--- src/rtl/pts_pkg.sv ---
`timescale 1ns / 1ps
`default_nettype none
// ----------------------------------------------------------------------------
// pts_pkg
// Shared types, constants and table functions of the tone sequencer.
// ----------------------------------------------------------------------------
package pts_pkg;

    localparam int PTS_NOTE_SLOTS       = 64;
    localparam int PTS_EFFECT_SLOTS     = 17;
    localparam int PTS_MAX_EFFECT_NOTES = 7;

    localparam int PTS_MODE_W   = 2;
    localparam int PTS_ID_W     = 5;
    localparam int PTS_FREQ_W   = 16;
    localparam int PTS_VOL_W    = 8;
    localparam int PTS_MS_W     = 16;
    localparam int PTS_FRAME_W  = 10;
    localparam int PTS_POS_W    = 4;
    localparam int PTS_START_W  = 6;
    localparam int PTS_PRIO_W   = 4;
    localparam int PTS_PADDR_W  = 3;
    localparam int PTS_PDATA_W  = 32;

    localparam logic [PTS_FRAME_W-1:0] PTS_FRAME_RESET = 10'd40;

    localparam logic [PTS_MODE_W-1:0] MODE_TICK = 2'd0;
    localparam logic [PTS_MODE_W-1:0] MODE_PLAY = 2'd1;
    localparam logic [PTS_MODE_W-1:0] MODE_STOP = 2'd2;

    localparam logic REG_FRAME_MS = 1'b0;

    typedef struct packed {
        logic [PTS_START_W-1:0] start;
        logic [PTS_POS_W-1:0]   len;
        logic [PTS_PRIO_W-1:0]  prio;
        logic [PTS_VOL_W-1:0]   vol;
    } t_effect;

    typedef struct packed {
        logic [PTS_FREQ_W-1:0] freq;
        logic [PTS_MS_W-1:0]   ms;
    } t_note;

    typedef struct packed {
        logic                  valid;
        logic [PTS_FREQ_W-1:0] freq;
        logic [PTS_VOL_W-1:0]  volume;
    } t_result;

    function automatic t_effect pts_effect_rd(input logic [PTS_ID_W-1:0] id);
        t_effect e;
        e = '0;
        if (32'(id) < PTS_EFFECT_SLOTS) begin
            unique case (id)
                5'd1:    e = '{6'd0,  4'd1, 4'd1, 8'd120};
                5'd2:    e = '{6'd1,  4'd2, 4'd2, 8'd150};
                5'd3:    e = '{6'd3,  4'd2, 4'd1, 8'd90};
                5'd4:    e = '{6'd5,  4'd1, 4'd1, 8'd110};
                5'd5:    e = '{6'd6,  4'd3, 4'd2, 8'd160};
                5'd6:    e = '{6'd9,  4'd4, 4'd4, 8'd210};
                5'd7:    e = '{6'd13, 4'd3, 4'd5, 8'd220};
                5'd8:    e = '{6'd16, 4'd3, 4'd3, 8'd150};
                5'd9:    e = '{6'd19, 4'd5, 4'd5, 8'd220};
                5'd10:   e = '{6'd24, 4'd4, 4'd4, 8'd180};
                5'd11:   e = '{6'd28, 4'd4, 4'd3, 8'd150};
                5'd12:   e = '{6'd32, 4'd7, 4'd5, 8'd200};
                5'd13:   e = '{6'd39, 4'd7, 4'd6, 8'd160};
                5'd14:   e = '{6'd46, 4'd4, 4'd6, 8'd190};
                5'd15:   e = '{6'd50, 4'd7, 4'd6, 8'd190};
                5'd16:   e = '{6'd57, 4'd2, 4'd4, 8'd140};
                default: e = '0;
            endcase
        end
        if (32'(e.len) > PTS_MAX_EFFECT_NOTES) begin
            e.len = PTS_POS_W'(PTS_MAX_EFFECT_NOTES);
        end
        return e;
    endfunction

    function automatic t_note pts_note_rd(input logic [PTS_START_W-1:0] idx);
        t_note n;
        unique case (idx)
            6'd0:  n = '{16'd1200, 16'd30};
            6'd1:  n = '{16'd900,  16'd40};   6'd2:  n = '{16'd1400, 16'd60};
            6'd3:  n = '{16'd1900, 16'd20};   6'd4:  n = '{16'd1200, 16'd20};
            6'd5:  n = '{16'd300,  16'd30};
            6'd6:  n = '{16'd700,  16'd40};   6'd7:  n = '{16'd350,  16'd40};
            6'd8:  n = '{16'd180,  16'd60};
            6'd9:  n = '{16'd900,  16'd40};   6'd10: n = '{16'd500,  16'd60};
            6'd11: n = '{16'd250,  16'd80};   6'd12: n = '{16'd120,  16'd120};
            6'd13: n = '{16'd200,  16'd60};   6'd14: n = '{16'd0,    16'd30};
            6'd15: n = '{16'd150,  16'd90};
            6'd16: n = '{16'd800,  16'd40};   6'd17: n = '{16'd1100, 16'd40};
            6'd18: n = '{16'd1500, 16'd60};
            6'd19: n = '{16'd1800, 16'd30};   6'd20: n = '{16'd1400, 16'd30};
            6'd21: n = '{16'd900,  16'd40};   6'd22: n = '{16'd400,  16'd80};
            6'd23: n = '{16'd150,  16'd120};
            6'd24: n = '{16'd1000, 16'd60};   6'd25: n = '{16'd1300, 16'd60};
            6'd26: n = '{16'd1700, 16'd60};   6'd27: n = '{16'd2100, 16'd100};
            6'd28: n = '{16'd900,  16'd60};   6'd29: n = '{16'd0,    16'd30};
            6'd30: n = '{16'd900,  16'd60};   6'd31: n = '{16'd1350, 16'd100};
            6'd32: n = '{16'd600,  16'd100};  6'd33: n = '{16'd0,    16'd60};
            6'd34: n = '{16'd600,  16'd100};  6'd35: n = '{16'd0,    16'd60};
            6'd36: n = '{16'd600,  16'd100};  6'd37: n = '{16'd0,    16'd60};
            6'd38: n = '{16'd450,  16'd200};
            6'd39: n = '{16'd660,  16'd90};   6'd40: n = '{16'd880,  16'd90};
            6'd41: n = '{16'd990,  16'd90};   6'd42: n = '{16'd1320, 16'd180};
            6'd43: n = '{16'd0,    16'd60};   6'd44: n = '{16'd990,  16'd90};
            6'd45: n = '{16'd1320, 16'd240};
            6'd46: n = '{16'd880,  16'd120};  6'd47: n = '{16'd830,  16'd120};
            6'd48: n = '{16'd780,  16'd120};  6'd49: n = '{16'd520,  16'd300};
            6'd50: n = '{16'd1050, 16'd80};   6'd51: n = '{16'd1320, 16'd80};
            6'd52: n = '{16'd1580, 16'd80};   6'd53: n = '{16'd2100, 16'd160};
            6'd54: n = '{16'd0,    16'd40};   6'd55: n = '{16'd1580, 16'd80};
            6'd56: n = '{16'd2100, 16'd240};
            6'd57: n = '{16'd1400, 16'd40};   6'd58: n = '{16'd700,  16'd40};
            default: n = '0;
        endcase
        return n;
    endfunction

endpackage
`default_nettype wire

--- src/rtl/pts_if.sv ---
`timescale 1ns / 1ps
`default_nettype none
// ----------------------------------------------------------------------------
// pts_if
// Valid/ready channels of the tone sequencer: command in, tone out.
// ----------------------------------------------------------------------------
interface pts_cmd_if;
    logic                           valid;
    logic                           ready;
    logic [pts_pkg::PTS_MODE_W-1:0] mode;
    logic [pts_pkg::PTS_ID_W-1:0]   effect_id;

    modport source (output valid, output mode, output effect_id, input ready);
    modport sink   (input valid, input mode, input effect_id, output ready);
endinterface

interface pts_tone_if;
    logic                           valid;
    logic                           ready;
    logic [pts_pkg::PTS_FREQ_W-1:0] tone_freq;
    logic [pts_pkg::PTS_VOL_W-1:0]  tone_volume;

    modport source (output valid, output tone_freq, output tone_volume, input ready);
    modport sink   (input valid, input tone_freq, input tone_volume, output ready);
endinterface
`default_nettype wire

--- src/rtl/priority_tone_sequencer.sv ---
`timescale 1ns / 1ps
`default_nettype none
// ----------------------------------------------------------------------------
// priority_tone_sequencer
// Single-channel buzzer sequencer with priority-based effect preemption.
// ----------------------------------------------------------------------------
// Accepts one command transaction per clock (tick, play or stop) and gives
// at most one tone transaction for it: the command is held in the input
// register, then one pass through the effect and note tables and the
// timer subtract is written into the result register. Throughput is one
// transaction per cycle while the tone sink keeps ready high; the result
// register is the only stall point. frame_ms sits at APB byte address 0.
module priority_tone_sequencer (
    input  wire logic                             i_clk,
    input  wire logic                             i_rst_n,
    pts_cmd_if.sink                               i_cmd,
    pts_tone_if.source                            o_tone,
    input  wire logic                             psel,
    input  wire logic                             penable,
    input  wire logic                             pwrite,
    input  wire logic [pts_pkg::PTS_PADDR_W-1:0]  paddr,
    input  wire logic [pts_pkg::PTS_PDATA_W-1:0]  pwdata,
    output logic      [pts_pkg::PTS_PDATA_W-1:0]  prdata,
    output logic                                  pready
);
    import pts_pkg::*;

    logic [PTS_FRAME_W-1:0] r_frame_ms;
    logic                   r_in_valid;
    logic [PTS_MODE_W-1:0]  r_in_mode;
    logic [PTS_ID_W-1:0]    r_in_id;
    logic                   r_out_valid;
    logic [PTS_FREQ_W-1:0]  r_out_freq;
    logic [PTS_VOL_W-1:0]   r_out_vol;
    logic                   w_advance;
    logic                   w_fire;
    t_result                w_res;

    assign pready = 1'b1;
    assign prdata = (paddr[PTS_PADDR_W-1] == REG_FRAME_MS) ?
                    PTS_PDATA_W'(r_frame_ms) : '0;

    always_ff @(posedge i_clk) begin
        if (!i_rst_n) begin
            r_frame_ms <= PTS_FRAME_RESET;
        end else if (psel && penable && pwrite &&
                     paddr[PTS_PADDR_W-1] == REG_FRAME_MS) begin
            r_frame_ms <= pwdata[PTS_FRAME_W-1:0];
        end
    end

    assign w_advance   = !r_out_valid || o_tone.ready;
    assign w_fire      = r_in_valid && w_advance;
    assign i_cmd.ready = !r_in_valid || w_advance;

    always_ff @(posedge i_clk) begin
        if (!i_rst_n) begin
            r_in_valid <= 1'b0;
        end else if (i_cmd.valid && i_cmd.ready) begin
            r_in_valid <= 1'b1;
        end else if (w_fire) begin
            r_in_valid <= 1'b0;
        end
    end

    always_ff @(posedge i_clk) begin
        if (i_cmd.valid && i_cmd.ready) begin
            r_in_mode <= i_cmd.mode;
            r_in_id   <= i_cmd.effect_id;
        end
    end

    pts_core u_core (
        .i_clk       (i_clk),
        .i_rst_n     (i_rst_n),
        .i_fire      (w_fire),
        .i_mode      (r_in_mode),
        .i_effect_id (r_in_id),
        .i_frame_ms  (r_frame_ms),
        .o_res       (w_res)
    );

    always_ff @(posedge i_clk) begin
        if (!i_rst_n) begin
            r_out_valid <= 1'b0;
        end else if (w_fire) begin
            r_out_valid <= w_res.valid;
        end else if (o_tone.ready) begin
            r_out_valid <= 1'b0;
        end
    end

    always_ff @(posedge i_clk) begin
        if (w_fire && w_res.valid) begin
            r_out_freq <= w_res.freq;
            r_out_vol  <= w_res.volume;
        end
    end

    assign o_tone.valid       = r_out_valid;
    assign o_tone.tone_freq   = r_out_freq;
    assign o_tone.tone_volume = r_out_vol;

endmodule
`default_nettype wire

--- src/rtl/pts_core.sv ---
`timescale 1ns / 1ps
`default_nettype none
// ----------------------------------------------------------------------------
// pts_core
// Channel state and the per-transaction step: play, stop, frame tick.
// ----------------------------------------------------------------------------
module pts_core (
    input  wire logic                            i_clk,
    input  wire logic                            i_rst_n,
    input  wire logic                            i_fire,
    input  wire logic [pts_pkg::PTS_MODE_W-1:0]  i_mode,
    input  wire logic [pts_pkg::PTS_ID_W-1:0]    i_effect_id,
    input  wire logic [pts_pkg::PTS_FRAME_W-1:0] i_frame_ms,
    output pts_pkg::t_result                     o_res
);
    import pts_pkg::*;

    localparam int DIFF_W = PTS_MS_W + 2;
    localparam int IDX_W  = PTS_START_W + 1;

    logic                  r_active, n_active;
    t_effect               r_eff, n_eff;
    logic [PTS_POS_W-1:0]  r_pos, n_pos;
    logic [PTS_MS_W-1:0]   r_rem, n_rem;

    t_effect               w_new_eff;
    t_note                 w_note;
    logic [PTS_POS_W-1:0]  w_pos_inc;
    logic [IDX_W-1:0]      w_idx;
    logic signed [DIFF_W-1:0] w_diff;
    logic signed [DIFF_W-1:0] w_sum;

    assign w_new_eff = pts_effect_rd(i_effect_id);
    assign w_pos_inc = r_pos + PTS_POS_W'(1);
    assign w_idx     = IDX_W'(r_eff.start) + IDX_W'(w_pos_inc);
    assign w_note    = pts_note_rd(w_idx[PTS_START_W-1:0]);
    assign w_diff    = $signed({2'b00, r_rem}) - $signed(DIFF_W'(i_frame_ms));
    assign w_sum     = w_diff + $signed({2'b00, w_note.ms});

    always_comb begin
        n_active = r_active;
        n_eff    = r_eff;
        n_pos    = r_pos;
        n_rem    = r_rem;
        o_res    = '0;
        if (i_fire) begin
            unique case (i_mode)
                MODE_PLAY: begin
                    if (w_new_eff.len != '0 &&
                        !(r_active && w_new_eff.prio < r_eff.prio)) begin
                        n_active = 1'b1;
                        n_eff    = w_new_eff;
                        n_pos    = '1;
                        n_rem    = '0;
                    end
                end
                MODE_STOP: begin
                    n_active    = 1'b0;
                    o_res.valid = 1'b1;
                end
                MODE_TICK: begin
                    if (r_active) begin
                        if (!w_diff[DIFF_W-1] && w_diff != '0) begin
                            n_rem = w_diff[PTS_MS_W-1:0];
                        end else begin
                            n_pos       = w_pos_inc;
                            o_res.valid = 1'b1;
                            if (w_pos_inc >= r_eff.len ||
                                w_idx >= IDX_W'(PTS_NOTE_SLOTS)) begin
                                n_active = 1'b0;
                            end else begin
                                if (w_sum[DIFF_W-1] || w_sum == '0) begin
                                    n_rem = w_note.ms;
                                end else begin
                                    n_rem = w_sum[PTS_MS_W-1:0];
                                end
                                o_res.freq   = w_note.freq;
                                o_res.volume = (w_note.freq != '0) ? r_eff.vol : '0;
                            end
                        end
                    end
                end
                default: begin
                end
            endcase
        end
    end

    always_ff @(posedge i_clk) begin
        if (!i_rst_n) begin
            r_active <= 1'b0;
            r_eff    <= '0;
            r_pos    <= '1;
            r_rem    <= '0;
        end else begin
            r_active <= n_active;
            r_eff    <= n_eff;
            r_pos    <= n_pos;
            r_rem    <= n_rem;
        end
    end

    a_stop_clears: assert property (@(posedge i_clk) disable iff (!i_rst_n)
        i_fire && i_mode == MODE_STOP |=> !r_active)
        else $error("stop left channel active");

    a_active_len: assert property (@(posedge i_clk) disable iff (!i_rst_n)
        r_active |-> r_eff.len != '0)
        else $error("active channel with empty effect");

    a_tone_keeps_active: assert property (@(posedge i_clk) disable iff (!i_rst_n)
        o_res.valid && o_res.volume != '0 |=> r_active)
        else $error("audible tone but channel inactive");

    a_no_spurious: assert property (@(posedge i_clk) disable iff (!i_rst_n)
        !i_fire |-> !o_res.valid)
        else $error("result without transaction");

    a_hold_state: assert property (@(posedge i_clk) disable iff (!i_rst_n)
        !i_fire |=> $stable(r_active))
        else $error("state change without transaction");

endmodule
`default_nettype wire

--- src/flat_wrapper.sv ---
// flat-port wrapper written by rule: the top's interface ports become plain ports
module priority_tone_sequencer_flat import pts_pkg::*;
  (i_clk, i_rst_n, psel, penable, pwrite, paddr, pwdata, prdata, pready, i_cmd_valid, i_cmd_mode, i_cmd_effect_id, i_cmd_ready, o_tone_valid, o_tone_tone_freq, o_tone_tone_volume, o_tone_ready);
  pts_cmd_if i_cmd_i ();
  pts_tone_if o_tone_i ();
  input  wire logic i_clk;
  input  wire logic i_rst_n;
  input  wire logic psel;
  input  wire logic penable;
  input  wire logic pwrite;
  input  wire logic [pts_pkg::PTS_PADDR_W-1:0] paddr;
  input  wire logic [pts_pkg::PTS_PDATA_W-1:0] pwdata;
  output logic      [pts_pkg::PTS_PDATA_W-1:0] prdata;
  output logic pready;
  input wire logic [$bits(i_cmd_i.valid)-1:0] i_cmd_valid;
  input wire logic [$bits(i_cmd_i.mode)-1:0] i_cmd_mode;
  input wire logic [$bits(i_cmd_i.effect_id)-1:0] i_cmd_effect_id;
  output wire logic [$bits(i_cmd_i.ready)-1:0] i_cmd_ready;
  output wire logic [$bits(o_tone_i.valid)-1:0] o_tone_valid;
  output wire logic [$bits(o_tone_i.tone_freq)-1:0] o_tone_tone_freq;
  output wire logic [$bits(o_tone_i.tone_volume)-1:0] o_tone_tone_volume;
  input wire logic [$bits(o_tone_i.ready)-1:0] o_tone_ready;
  assign i_cmd_i.valid = i_cmd_valid;
  assign i_cmd_i.mode = i_cmd_mode;
  assign i_cmd_i.effect_id = i_cmd_effect_id;
  assign i_cmd_ready = i_cmd_i.ready;
  assign o_tone_valid = o_tone_i.valid;
  assign o_tone_tone_freq = o_tone_i.tone_freq;
  assign o_tone_tone_volume = o_tone_i.tone_volume;
  assign o_tone_i.ready = o_tone_ready;
  priority_tone_sequencer u_core (.i_clk(i_clk), .i_rst_n(i_rst_n), .i_cmd(i_cmd_i), .o_tone(o_tone_i), .psel(psel), .penable(penable), .pwrite(pwrite), .paddr(paddr), .pwdata(pwdata), .prdata(prdata), .pready(pready));
endmodule
--- config.mk ---
export PLATFORM = sky130hd
export DESIGN_NAME = priority_tone_sequencer_flat
export DESIGN_NICKNAME = d
export VERILOG_FILES = /design/src/rtl/pts_pkg.sv /design/src/rtl/pts_if.sv /design/src/rtl/priority_tone_sequencer.sv /design/src/rtl/pts_core.sv /design/src/flat_wrapper.sv
export SDC_FILE = /design/constraint.sdc
export NUM_CORES = 1
export LEC_CHECK = 0
export BUFFER_PORTS_ARGS = -buffer_cell sky130_fd_sc_hd__buf_2
export CAP_MARGIN = 5
export CORE_MARGIN = 5
export CORE_UTILIZATION = 50
export CTS_BUF_LIST = sky130_fd_sc_hd__clkbuf_16
export DETAILED_ROUTE_END_ITERATION = 8
export PLACE_DENSITY = 0.71
export SLEW_MARGIN = 20
export SYNTH_ARGS = -nofsm -noshare
export SYNTH_HDL_FRONTEND = slang
export SYNTH_SLANG_ARGS = --single-unit
--- constraint.sdc ---
create_clock -name i_clk -period 7.6 [get_ports i_clk]
set_input_delay 1.52 -clock i_clk [delete_from_list [all_inputs] [get_ports i_clk]]
set_output_delay 1.52 -clock i_clk [all_outputs]
set_load 0.03 [all_outputs]
# Word-level counts from Yosys, hierarchy flattened

Memory sizes are Yosys's and may differ from the RTL's. A register that Yosys moved wholly into a read port is not among the register bits.
Index checks and enable logic that the tools add are counted.

$add $sub $neg: 4
$mul: 0
Div/mod/pow operators: 0
Order comparisons: 5
Equality and inequality tests: 6
Shift-type cells: 0
Multiplexer cells: 30
Bitwise operators: 5
Reductions and logical operators: 32

Operators by type and width:

| operator             | number |
|---|---|
| $mux W16             | 5 |
| $mux W25             | 3 |
| $mux W24             | 2 |
| $pmux W16 S2         | 1 |
| $mux W22             | 1 |
| $add A17 B17 Y18     | 1 |
| $logic_not A18 Y1    | 1 |
| $reduce_bool A18 Y1  | 1 |
| $sub A16 B10 Y17     | 1 |
| $mux W4              | 4 |
| $reduce_bool A16 Y1  | 1 |
| $mux W10             | 1 |
| $reduce_and A5 Y1    | 2 |
| $logic_and A1 B1 Y1  | 9 |
| $mux W1              | 8 |
| $mux W8              | 1 |
| $pmux W4 S2          | 1 |
| $add A6 B4 Y7        | 1 |
| $ge A7 B7 Y1 const B | 1 |
| $ne A2 B2 Y1 const B | 3 |
| $reduce_and A3 Y1    | 2 |
| $reduce_bool A2 Y1   | 3 |
| $reduce_or A6 Y1     | 1 |
| $lt A5 B5 Y1 const B | 1 |
| 17 further kinds     | 27 |

Flip-flop bits (word level): 86
Latch bits: 0
Bits in writable memories: 0
ROM bits: 1,824
Bits of input ports: 49
Output and inout bits: 59
Logic and storage cells: 98
Memories kept: 2

Memories:

| memory           | depth | width | rd ports | clocked after Yosys merged registers in | wr ports | line          | text |
|---|---|---|---|---|---|---|---|
| (name not given) | 64    | 19    | 1        | 0                                       | 0        | pts_pkg.sv:83 | `unique case (idx)` |
| (name not given) | 32    | 19    | 1        | 1                                       | 0        | pts_pkg.sv:55 | `unique case (id)` |

# Depth between registers and ports, before layout

An unclocked memory read counts as a cell.

Depth after elaboration: 11
Depth in mapped cells: 26
Depth with buffers taken out: 25

# Hierarchy

Synthesis repeated with hierarchy kept, for this count alone.

Cells, all modules: 982
Area, all modules: 7,606.0 um^2

By module, submodules not included:

| module                  | instances | cells an instance | area an instance (um^2) | seq. area each (um^2) |
|---|---|---|---|---|
| pts_core                | 1         | 860               | 5,916.9                 | 800.8 |
| priority_tone_sequencer | 1         | 122               | 1,689.1                 | 1,171.1 |

# Worst setup path after synthesis

No wires, ideal clock.

Path type: flip-flop to flip-flop
Start: register u_core.u_core.r_pos[0]
End: register u_core.u_core.r_rem[4]
Setup time: 0.122 ns
Data arrival time: 5.677 ns
Data required time: 7.478 ns
Path slack: 1.801 ns
Cell stages (with the launch flop): 24
Path buffers: 3
Period minus slack after synthesis: 5.799 ns
Cells stage by stage: dfxtp_1 -> ha_1 -> inv_1 -> fa_1 -> nand3b_1 -> nand2_1 -> xor2_1 -> clkbuf_1 -> buf_1 -> clkbuf_1 -> o221ai_1 -> o21ai_0 -> o21ai_0 -> ha_1 -> and3_1 -> a221oi_1 -> a21oi_1 -> nor4b_1 -> a311oi_1 -> o32a_1 -> a2111oi_2 -> o22ai_2 -> and2_4 -> a221o_1

Longest elaborated chain between the ends: 11
Elaborated cells on any way between the ends: 16

RTL lines:

| what                   | line           | text |
|---|---|---|
| from (decl)            | pts_core.sv:23 | `logic [PTS_POS_W-1:0] r_pos, n_pos;` |
| from (signal assigned) | pts_core.sv:98 | `r_pos <= n_pos;` |
| $add A4 B1 Y4 *        | pts_core.sv:34 | `assign w_pos_inc = r_pos + PTS_POS_W'(1);` |
| $add A6 B4 Y7          | pts_core.sv:35 | `assign w_idx = IDX_W'(r_eff.start) + IDX_W'(w_pos_inc);` |
| $mem_v2 Z64 W19        | --             |  |
| $add A17 B17 Y18       | pts_core.sv:38 | `assign w_sum = w_diff + $signed({2'b00, w_note.ms});` |
| $logic_not A18 Y1      | pts_core.sv:72 | `if (w_sum[DIFF_W-1] \|\| w_sum == '0) begin` |
| $logic_or A1 B1 Y1     | pts_core.sv:72 |  |
| $mux W16               | pts_core.sv:72 |  |
| $mux W16               | pts_core.sv:68 | `if (w_pos_inc >= r_eff.len \|\|` |
| $mux W16               | pts_core.sv:63 | `if (!w_diff[DIFF_W-1] && w_diff != '0) begin` |
| $mux W16               | pts_core.sv:62 | `if (r_active) begin` |
| $pmux W16 S2           | pts_core.sv:47 | `unique case (i_mode)` |
| to (signal assigned)   | pts_core.sv:99 | `r_rem <= n_rem;` |
| to (decl)              | pts_core.sv:24 | `logic [PTS_MS_W-1:0] r_rem, n_rem;` |

Every way passes the cells marked *; elsewhere a longest branch is shown, timed or not. The select of a mux whose other input is x is not followed.
A chain may end at the register's enable or synchronous reset.

# Final worst setup path

Start: register u_core.u_core.r_pos[0]
End: register u_core.u_core.r_rem[5]

The elaborated chain is that of the path after synthesis.

==> impl_metrics.env <==
export IMPL_cts_tree="built"
export IMPL_setup_tns_final_ns=0
export IMPL_vias=7078
export IMPL_synth_seq_cells=96
export IMPL_cp_common_cell="ha_1"
export IMPL_cp_slowest_cell="xor2_1"
export IMPL_via_per_inst=5.89
export IMPL_dr_pass1_iters=5
export IMPL_routed_wl_um=19000
export IMPL_finalInstanceArea_sq_um=8280
export IMPL_pwr_share_clk_pct=37.6
export IMPL_route_detailed_drc=0
export IMPL_yosysWarningCount=0
export IMPL_synth_edff_count=25
export IMPL_drive_gt1_share_pct=11.6
export IMPL_final_nets=1109
export IMPL_rows=45
export IMPL_hold_class="reg2reg"
export IMPL_seq_power_share_pct=44.9
export IMPL_floorplan_initialDensity_pct=50.6
export IMPL_drtAntennaViolNets=0
export IMPL_grt_pass1_vias=6352
export IMPL_num_io_pins=108
export IMPL_dpl_cell_area_sq_um=7980
export IMPL_wl_per_cell_um=15.8
export IMPL_met1_usage_pct=29.1
export IMPL_gp_congestion=0.894
export IMPL_critPathMaxStageDelay_ns=0.51
export IMPL_period_share_pct=85.7
export IMPL_worstPathRequired_ns=7.84
export IMPL_groute_usage_overall_pct=21.0
export IMPL_synth_top_cell_area_share_pct=18.6
export IMPL_power_density_nw_per_um2=147
export IMPL_h_tree_depth=3
export IMPL_synth_main_ff_cell="dfxtp_1"
export IMPL_dieHeight_um=134
export IMPL_grt_pass1_wl_um=31300
export IMPL_clock_path_buffers=2
export IMPL_grt_ovfl_total=0
export IMPL_max_slew_margin_rel_pct=32.9
export IMPL_crit_path_start_kind="flop"
export IMPL_synth_area_leaders="dfxtp_1, edfxtp_1, ha_1, nand2_1, a21oi_1"
export IMPL_clock_sinks=96
export IMPL_arrival_ns=6.75
export IMPL_dp_hpwl_um=14100
export IMPL_portBuffers=54
export IMPL_hold_viol=0
export IMPL_synthDominantAreaCellType="dfxtp_1"
export IMPL_cts_repair_resized=0
export IMPL_met2_usage_pct=33.8
export IMPL_synth_cells=985
export IMPL_drv_slew=0
export IMPL_crit_buf_inv=3
export IMPL_synth_seq_area_share_pct=28.4
export IMPL_path_clk_slew_ns=0.07
export IMPL_p_int_uw=870
export IMPL_synth_cell_types=79
export IMPL_vdd_ir_drop_max_mv=0.124
export IMPL_outcome="finished, final reports clean"
export IMPL_crit_chain="ha_1 > xor2_1 > ha_1 > a21oi_1 > a21boi_0 > o21ai_0 > xor2_1 > buf_4 > o2111ai_1 > o31ai_1 > ha_1 > inv_1 > fa_1 > inv_1 > a21o_1 > a221oi_1 > a21o_1 > nor4bb_1 > a311oi_1 > o32a_1 > a2111oi_2 > o22ai_2 > and2_4 > a221o_1"
export IMPL_setup_viol=0
export IMPL_finClkSkew_ns=0.00566
export IMPL_worstPathMaxFanout=18
export IMPL_antenna_found_initial=0
export IMPL_grt_max_degree=41
export IMPL_synth_area_sq_um=7640
export IMPL_fmax_mhz=153
export IMPL_switching_power_uw=350
export IMPL_clock_latency_ns=0.35
export IMPL_critPathCaptureType="flop"
export IMPL_async_reset_ff_share_pct=0
export IMPL_cts_buffers=9
export IMPL_grt_setup_unrepaired="no"
export IMPL_fin_crit_ns=6.52
export IMPL_postCtsHoldBufs=0
export IMPL_syn_avg_cell_area_sq_um=7.76
export IMPL_ys_top_cells_by_count="nand2_1, a21oi_1, nor2_1, o21ai_0, dfxtp_1"
export IMPL_worst_setup_path_type="reg2reg"
export IMPL_top_usage_layer="met2"
export IMPL_gr_usage_met3_pct=2.91
export IMPL_cts_setup_buffers=0
export IMPL_drt_iter0_markers=642
export IMPL_p_comb_share_pct=17.5
export IMPL_path_delay_family="compound AO/OA/AOI/OAI gates"
export IMPL_p_total_mw=1.22
export IMPL_area_growth_pct=8.38
export IMPL_drv_cap=0
export IMPL_leakagePower_nw=3.46
export IMPL_die_w_um=134
export IMPL_yosysMostFrequentCell="nand2_1"
export IMPL_root_buffer="clkbuf_16"
export IMPL_die_area_sq_um=17900
export IMPL_coreArea_sq_um=15100
export IMPL_switching_share_pct=28.7
export IMPL_tightestPinTransition_ns=0.978
export IMPL_antenna_cells=0
-- power groups by stage --
stage	sequential, mW	combinational, mW	clock, mW
floorplan	0.558	0.175	0
global placement	0.559	0.209	0
detailed placement	0.559	0.211	0
CTS	0.547	0.211	0.470
global route	0.549	0.237	0.489
finish	0.547	0.214	0.459
-- through the flow --
stage | std cells | hold WS (ns) | worst slack (ns) | util, %
floorplan | 1012 | 0.425 | 1.80 | -
CTS | 1202 | 0.454 | 1.11 | 54.9
global placement | 1186 | 0.442 | 1.24 | 52.9
global route | 1202 | 0.491 | 0.493 | 54.9
finish | 1202 | 0.451 | 1.08 | 54.9
detailed placement | 1186 | 0.445 | 1.15 | 52.9
-- path summary, 6_finish.rpt --
kind | from | to | slack [ns] | depth (start not counted)
worst min register to register | flop | u_core.u_core.r_eff[21] | 0.45 | 2
worst max-delay path | u_core.u_core.r_pos[0] | u_core.u_core.r_rem[5] | 1.08 | 24
worst min-delay path | flop | u_core.u_core.r_eff[21] | 0.45 | 2
worst max register to register | u_core.u_core.r_pos[0] | u_core.u_core.r_rem[5] | 1.08 | 24
-- cell usage in the layout (no fill, tap or decap), types with 4 or more instances in the layout --
cell type    n
or3_1       11
conb_1      29
xor2_1      11
nor3_1      13
nand2_1    121
a211o_1      4
nor4_1       5
clkbuf_16    9
a22o_1       5
a21o_1      15
nand3b_1     6
a221o_1      6
ha_1        48
a221oi_1     8
nor2b_1     11
a211oi_1    23
nand2b_1     5
o211ai_1    15
o21ai_0     80
o22ai_1      4
a21boi_0    12
xnor2_1     12
nand3_1     25
and2_1      32
a21oi_1     85
o31ai_1      4
mux2i_1     10
dfxtp_1     71
and3_1      11
mux2_2       5
edfxtp_1    25
buf_2       54
o21a_1       5
buf_4       15
nor2_1      80
inv_1       35
a31oi_1     11
a22oi_1      8
nand4_1     10
-- kinds of logic (layout without fill, tap and decap cells) --
group | Yosys count | in the layout | synth area share, %
simple gates | 356 | 356 | 22.7
flops | 96 | 96 | 28.4
mux | 16 | 16 | 2.34
xor+xnor | 29 | 29 | 3.57
other cells | 2 | 29 | 0.0983
fa+ha+maj | 51 | 51 | 8.64
buf+inv | 120 | 122 | 7.45
compound gates | 315 | 315 | 26.8
-- metal layers --
metal / vias up / part of all wire [%]
met4: 0 / 1.7
met5: - / 0
met2: 249 / 47
met3: 29 / 6.1
met1: 3247 / 45
li1: 3553 / -
-- worst min-delay path, delay by kind of cell, from the launching register on --
kind / cells / cell delay (ns)
AOI/OAI and AO/OA: 1 / 0.06
and+or+nand+nor: 1 / 0.05
DFF: 1 / 0.30
-- area by class of cell --
cell class / count / area [sq um]
Fill cell: 1435 / 6810
Sequential cell: 96 / 2170
Multi-Input combinational cell: 796 / 5050
Inverter: 37 / 139
Timing Repair Buffer: 69 / 383
Clock buffer: 9 / 225
Clock inverter: 7 / 76.3
Tap cell: 188 / 235
Note: power is estimated with default switching activity, not from simulation.
